`src/rtl/core/bpa_pkg.sv`:
```
`timescale 1ns / 1ps
// ----------------------------------------------------------------------------
// bpa_pkg
// shared types, widths, codes and helpers of the buddy page allocator
// ----------------------------------------------------------------------------
package bpa_pkg;

  localparam int CNT_W         = 13;
  localparam int FRAME_W       = 32;
  localparam int DEPTH_W       = 4;
  localparam int ORDER_TOP_DEF = 12;
  localparam int FRAMES_DEF    = 4096;
  localparam int ORDER_LIM     = 16;
  localparam logic [DEPTH_W-1:0] DEPTH_RST = 4'd5;

  localparam logic [1:0] KIND_ADD   = 2'd0;
  localparam logic [1:0] KIND_ALLOC = 2'd1;
  localparam logic [1:0] KIND_FREE  = 2'd2;

  localparam logic [1:0] ST_OK    = 2'd0;
  localparam logic [1:0] ST_NOBLK = 2'd1;
  localparam logic [1:0] ST_REJ   = 2'd2;

  localparam logic [1:0] CFG_BASE   = 2'd0;
  localparam logic [1:0] CFG_FRAMES = 2'd1;
  localparam logic [1:0] CFG_DEPTH  = 2'd2;

  typedef struct packed {
    logic [1:0]         kind;
    logic [FRAME_W-1:0] start_frame;
    logic [CNT_W-1:0]   page_count;
  } bpa_in_t;

  typedef struct packed {
    logic [1:0]         status;
    logic [FRAME_W-1:0] block_frame;
    logic [CNT_W-1:0]   free_frames;
  } bpa_out_t;

  // classified request handed from front to back
  typedef struct packed {
    logic [1:0]       kind;
    logic [CNT_W-1:0] count;
    logic [CNT_W-1:0] rel;
    logic             in_range;
  } bpa_job_t;

  typedef struct packed {
    logic [FRAME_W-1:0] base;
    logic [CNT_W-1:0]   usable;
    logic [DEPTH_W-1:0] depth;
  } bpa_cfg_t;

  // position of the highest set bit, zero for zero
  function automatic logic [4:0] msb_pos(input logic [CNT_W-1:0] v);
    logic [4:0] p;
    p = 5'd0;
    for (int i = 0; i < CNT_W; i++) begin
      if (v[i]) p = 5'(i);
    end
    return p;
  endfunction

endpackage

```
`src/rtl/core/bpa_front.sv`:
```
`timescale 1ns / 1ps
// ----------------------------------------------------------------------------
// bpa_front
// accepts requests, range-checks them and queues them for the back end
// ----------------------------------------------------------------------------
module bpa_front (
  input  logic              clk,
  input  logic              rst_n,
  input  bpa_pkg::bpa_cfg_t cfg,
  input  logic              in_valid,
  output logic              in_stall,
  input  bpa_pkg::bpa_in_t  in_data,
  output logic              q_valid,
  output bpa_pkg::bpa_job_t q_job,
  input  logic              q_pop
);
  import bpa_pkg::*;

  localparam int QD = 2;

  bpa_job_t         q_mem_r [QD];
  logic             wr_ptr_r, rd_ptr_r;
  logic [1:0]       cnt_r, cnt_nxt;
  logic [FRAME_W-1:0] diff;
  logic [FRAME_W:0] end_rel;
  bpa_job_t         job;
  logic             push;

  // relative start and end against the managed window
  assign diff    = in_data.start_frame - cfg.base;
  assign end_rel = {1'b0, diff} + (FRAME_W+1)'(in_data.page_count);

  always_comb begin
    job.kind     = in_data.kind;
    job.count    = in_data.page_count;
    job.rel      = diff[CNT_W-1:0];
    job.in_range = (in_data.start_frame >= cfg.base) &&
                   (end_rel <= (FRAME_W+1)'(cfg.usable));
  end

  assign in_stall = (cnt_r == 2'(QD));
  assign push     = in_valid && !in_stall;
  assign q_valid  = (cnt_r != 2'd0);
  assign q_job    = q_mem_r[rd_ptr_r];
  assign cnt_nxt  = cnt_r + 2'(push) - 2'(q_pop);

  always_ff @(posedge clk) begin
    if (!rst_n) begin
      wr_ptr_r <= 1'b0;
      rd_ptr_r <= 1'b0;
      cnt_r    <= 2'd0;
    end else begin
      if (push) wr_ptr_r <= ~wr_ptr_r;
      if (q_pop) rd_ptr_r <= ~rd_ptr_r;
      cnt_r <= cnt_nxt;
    end
  end

  always_ff @(posedge clk) begin
    if (push) q_mem_r[wr_ptr_r] <= job;
  end

endmodule

```
`config.mk`:
```
export PLATFORM = sky130hd
export DESIGN_NAME = bpa_front
export DESIGN_NICKNAME = d
export VERILOG_FILES = /design/src/rtl/core/bpa_pkg.sv /design/src/rtl/core/bpa_front.sv
export SDC_FILE = /design/constraint.sdc
export NUM_CORES = 1
export LEC_CHECK = 0
export CAP_MARGIN = 30
export CELL_PAD_IN_SITES_DETAIL_PLACEMENT = 0
export CELL_PAD_IN_SITES_GLOBAL_PLACEMENT = 1
export CORE_UTILIZATION = 44
export CTS_CLUSTER_DIAMETER = 100
export DETAILED_ROUTE_END_ITERATION = 6
export DONT_BUFFER_PORTS = 1
export MAX_ROUTING_LAYER = met4
export PLACE_DENSITY = 0.83
export SYNTH_ARGS = -nofsm -noshare
export SYNTH_HDL_FRONTEND = slang
export SYNTH_SLANG_ARGS = --single-unit
```
`constraint.sdc`:
```
create_clock -name clk -period 5.8 [get_ports clk]
set_clock_uncertainty 0.1 [all_clocks]
set_input_delay 1.16 -clock clk [delete_from_list [all_inputs] [get_ports clk]]
set_output_delay 1.16 -clock clk [all_outputs]
set_load 0.02 [all_outputs]
```
---- After elaboration in Yosys (flattened, before gate mapping) ----
Memories as Yosys holds them, arrays and structs flattened. A register that Yosys moved wholly into a read port is not among the register bits.
Cells that the tools add are included.
W data, S select, Z words.
cells by class
  reductions and logical operators ........ 4
  eq/ne operators ......................... 1
  add/sub/neg operators ................... 4
  mux-type cells .......................... 4
  $lt $le $gt $ge ......................... 2
  bitwise gates (word level) .............. 2
operators by type and width
  operator              number
  $add A32 B13 Y33      1
  $le A33 B13 Y1        1
  $ge A32 B32 Y1        1
  $sub A32 B32 Y32      1
  $mux W1               4
  $add A2 B1 Y2         1
  $eq A2 B2 Y1 const B  1
  $logic_and A1 B1 Y1   2
  $not A1 Y1            2
  $reduce_bool A2 Y1    1
  $sub A2 B1 Y2         1
  $logic_not A1 Y1      1
word-level totals
  memories ................................ 1
  input port bits ......................... 100
  bits in writable memories ............... 58
  register bits ........................... 4
  word-level logic and storage cells ...... 21
memories
  memory   words  bits a word  read ports  clocked after Yosys merged registers in  wr ports  RTL line         source
  q_mem_r  2      29           1           1                                        1         bpa_front.sv:21  bpa_job_t q_mem_r [QD];

---- Logic depth before layout (Yosys ltp) ----
  depth in word-level cells ............... 5
  gate-level depth with buffers ........... 25

---- Worst setup path after synthesis ----
OpenSTA, ideal clock, no wires.
  path kind ............................... input to register
  start ................................... input port in_data[13] (netlist name)
  end ..................................... memory q_mem_r[0][0] (netlist name) (data pin)
  cell stages on the path ................. 23
  path slack .............................. 0.192 ns
  data arrival time ....................... 5.370 ns
  path through ............................ inv_1 > ha_1 > inv_1 > fa_1 > a211oi_1 > o211a_1 > or2_4 > or2b_1 > a21oi_1 > xnor2_1 > ha_1 > a21oi_1 > o21ai_0 > xor2_1 > ha_1 > nand3_1 > or4_1 > o21ai_0 > o22ai_1 > a2111oi_0 > nand3_1 > a211oi_2 > o2111a_1
RTL lines
  item             RTL line         source
  start, declared  bpa_front.sv:12  input bpa_pkg::bpa_in_t in_data,
  end, declared    bpa_front.sv:21

==> results.md <==
- DP HPWL: 10.3 mm
- Maxcap violations: 0
- Die Span Y: 113 um
- H-tree levels: 3
- Pre-antenna DRT Iters: 5
- Worst Path Class, Setup: input port to register
- Worst VDD drop: 0.193 mV
- Die X: 113 um
- Sequential cell area fraction in the yosys report: 0.340
- Via count: 4419
- Synth cell types: 66
- Crit-path max cell delay: 510 ps
- Fin crit period: 5480 ps
- Final ANT Viol Nets: 0
- Yosys warnings: 0
- Post-synthesis compound-gate area fraction: 0.172
- Power per cell area: 312 nW/um^2
- Largest family of logic cells by synthesized area: compound AO/OA/AOI/OAI gates
- DRT iter0 DRCs: 233
- Syn_area_per_cell: 9.55 um^2
- Initial antenna violation count: 0
- Worst endpoint required time: 5870 ps
- Die area: 12700 um^2
- RSZ-0062 raised after global routing: no
- Post-synth top cells: ha_1 (60), edfxtp_1 (58), inv_1 (58)
- Post-layout util: 0.528
- Avg WL per Cell: 16.1 um
- Routability cong.: 0.840
- Yosys top cell area share: 0.322
- Num ports: 131
- Power Total: 1.98 mW
- Maximum clock rate: 0.183 GHz
- Simple-gate portion of the synthesized area: 0.160
- Final nets: 789
- Mux share of post-synthesis cell area: 0.0659
- Remaining global-route overflow: 0
- Total CTS buffers: 9
- Maximum number of pins on one net before global-route repair: 31
- Final Non-Filler Cells: 778
- Placed cells: 762
- Final Hold Viols: 0
- Critical Path AT: 5550 ps
- Hold Crit Class: register to register
- Wire length of the first global-routing pass: 20.0 mm
- DRC: 0
- Critical Path Start Type: input port
- Cell Area, Synth: 5410 um^2
- GRT Total Usage: 0.204
- Sinks on the clock net: 63
- Gate Count Post-Synth: 567
- Root buf cell: clkbuf_16
- Later-pin clock latency in the skew report: 320 ps
- #FFs+latches synth: 63
- CTS tree: built
- Critical path endpoint category: register
- Worst-path clk slew: 50 ps
- Longest Clk Path Bufs: 2
- Critical path peak fanout: 3
- Total nets after synthesis: 729
- Ys async rst share: 0
- CP delay by family, top: compound AO/OA/AOI/OAI gates
- Max transition margin: 0.623
- Layout cell share with drive strength beyond 1: 0.209
- Worst Max-Slew Pin Slew: 564 ps
- Synth Flop Type: edfxtp_1
- Final Max Slew Viols: 0
- Row count: 40
- Drt total wl: 12.5 mm
- Antenna cells: 0
- Most common cell in the synthesized netlist: ha_1
- Vias per cell: 5.68
- Port bufs: 0
- Synth area leaders: edfxtp_1 (32%), ha_1 (14%), mux2_2 (6.0%), a21oi_1 (4.2%), inv_1 (4.0%)
- Post-CTS Hold Fix Bufs: 0
- Area leader, netlist: edfxtp_1
- Synth Area in Adders: 0.146
- Leak: 2.72 nW
- P&R area growth vs syn: 17.2%
- Final Cycle Share: 0.945
- Slowest cell on the critical path: or4_1
- Cell mode on critical path: ha_1
- Post-synth EDFFs: 58
- Final setup viols: 0
- CP Buf/Inv Count: 3
- Starting Density: 0.451
- Number of global-route vias before repair: 4366
- Core ar.: 12000 um^2
- Status: finished clean
- Post-Synth XOR/XNOR Area: 0.0684
## layout by cell type (no fill, tap or decap), types with 12 or more instances in the layout
cell and instances:
a21o_1 14, buf_4 59, edfxtp_1 58, nand4_1 12, inv_1 58, o21ai_0 25, mux2_2 29, nand2_1 39
xnor2_1 21, nor2_1 30, ha_1 59, a21oi_1 40, xor2_1 14
## registers in the layout, summed over array words and instances (netlist names), named ones only
name and count:
q_mem_r 58, cnt_r 2, rd_ptr_r 1, wr_ptr_r 1
## per-stage QoR
step | hold slack (ps) | instance area (um^2) | TNS (ps) | worst slack, ps
after detailed placement | 482 | 5990 | -793 | -397
final | 500 | 6340 | 0 | 322
after floorplan | 442 | 5410 | 0 | 192
after global placement | 466 | 5990 | -577 | -288
after global routing | 520 | 6340 | 0 | 2.32
after CTS | 503 | 6270 | 0 | 17.7
## worst min-delay path, delay by kind of cell, from the launching register on
kind,cells,cell delay [ps]
xor+xnor,1,80
flops,1,320
simple gates,1,150
## final timing paths
kind | startpoint | end | slack (ps) | depth (start not counted)
min | rd_ptr_r$_SDFFE_PN0P_ | rd_ptr_r$_SDFFE_PN0P_ | 500 | 2
max | in_data[13] | q_mem_r[1][0]$_DFFE_PP_ | 320 | 26
max reg2reg | cnt_r[0]$_SDFF_PN0_ | cnt_r[1]$_SDFF_PN0_ | 4060 | 8
min reg2reg | rd_ptr_r$_SDFFE_PN0P_ | rd_ptr_r$_SDFFE_PN0P_ | 500 | 2
## power breakdown
| part | switching [mW] | total (mW) | internal (mW) | leakage (nW) |
|---|---|---|---|---|
| registers | 0.0185 | 0.604 | 0.586 | 0.582 |
| logic | 0.494 | 0.886 | 0.392 | 2.00 |
| clock network | 0.166 | 0.489 | 0.323 | 0.140 |
| total | 0.678 | 1.98 | 1.30 | 2.72 |
## cell type report
| type | instances | area (um^2) |
|---|---|---|
| fillers | 1073 | 5670 |
| multi-input cells | 436 | 3380 |
| flip-flops and latches | 63 | 1840 |
| repair buffers | 59 | 443 |
| clock buffers | 9 | 225 |
| inverters | 58 | 218 |
| well taps | 147 | 184 |
| clock inverters | 6 | 52.6 |
## cells by family (layout without fill, tap and decap cells)
kind of cell / after synthesis / count (layout)
buf+inv: 68 / 132
mux: 32 / 32
simple gates: 160 / 160
flops: 63 / 63
compound gates: 143 / 143
xor+xnor: 39 / 39
fa+ha+maj: 62 / 62
## what timing repair did
action,in CTS,in global routing
resized for setup,3,16
endpoints found under the setup margin,2,2
pin swaps,1,7
setup buffers,0,1
## layer usage
layer  global-route usage  share of wire
met1                0.230           0.42
met2                0.370           0.51
met3               0.0311          0.049
met4               0.0675          0.015
met5                    -              0
(Power assumes the default switching activity.)
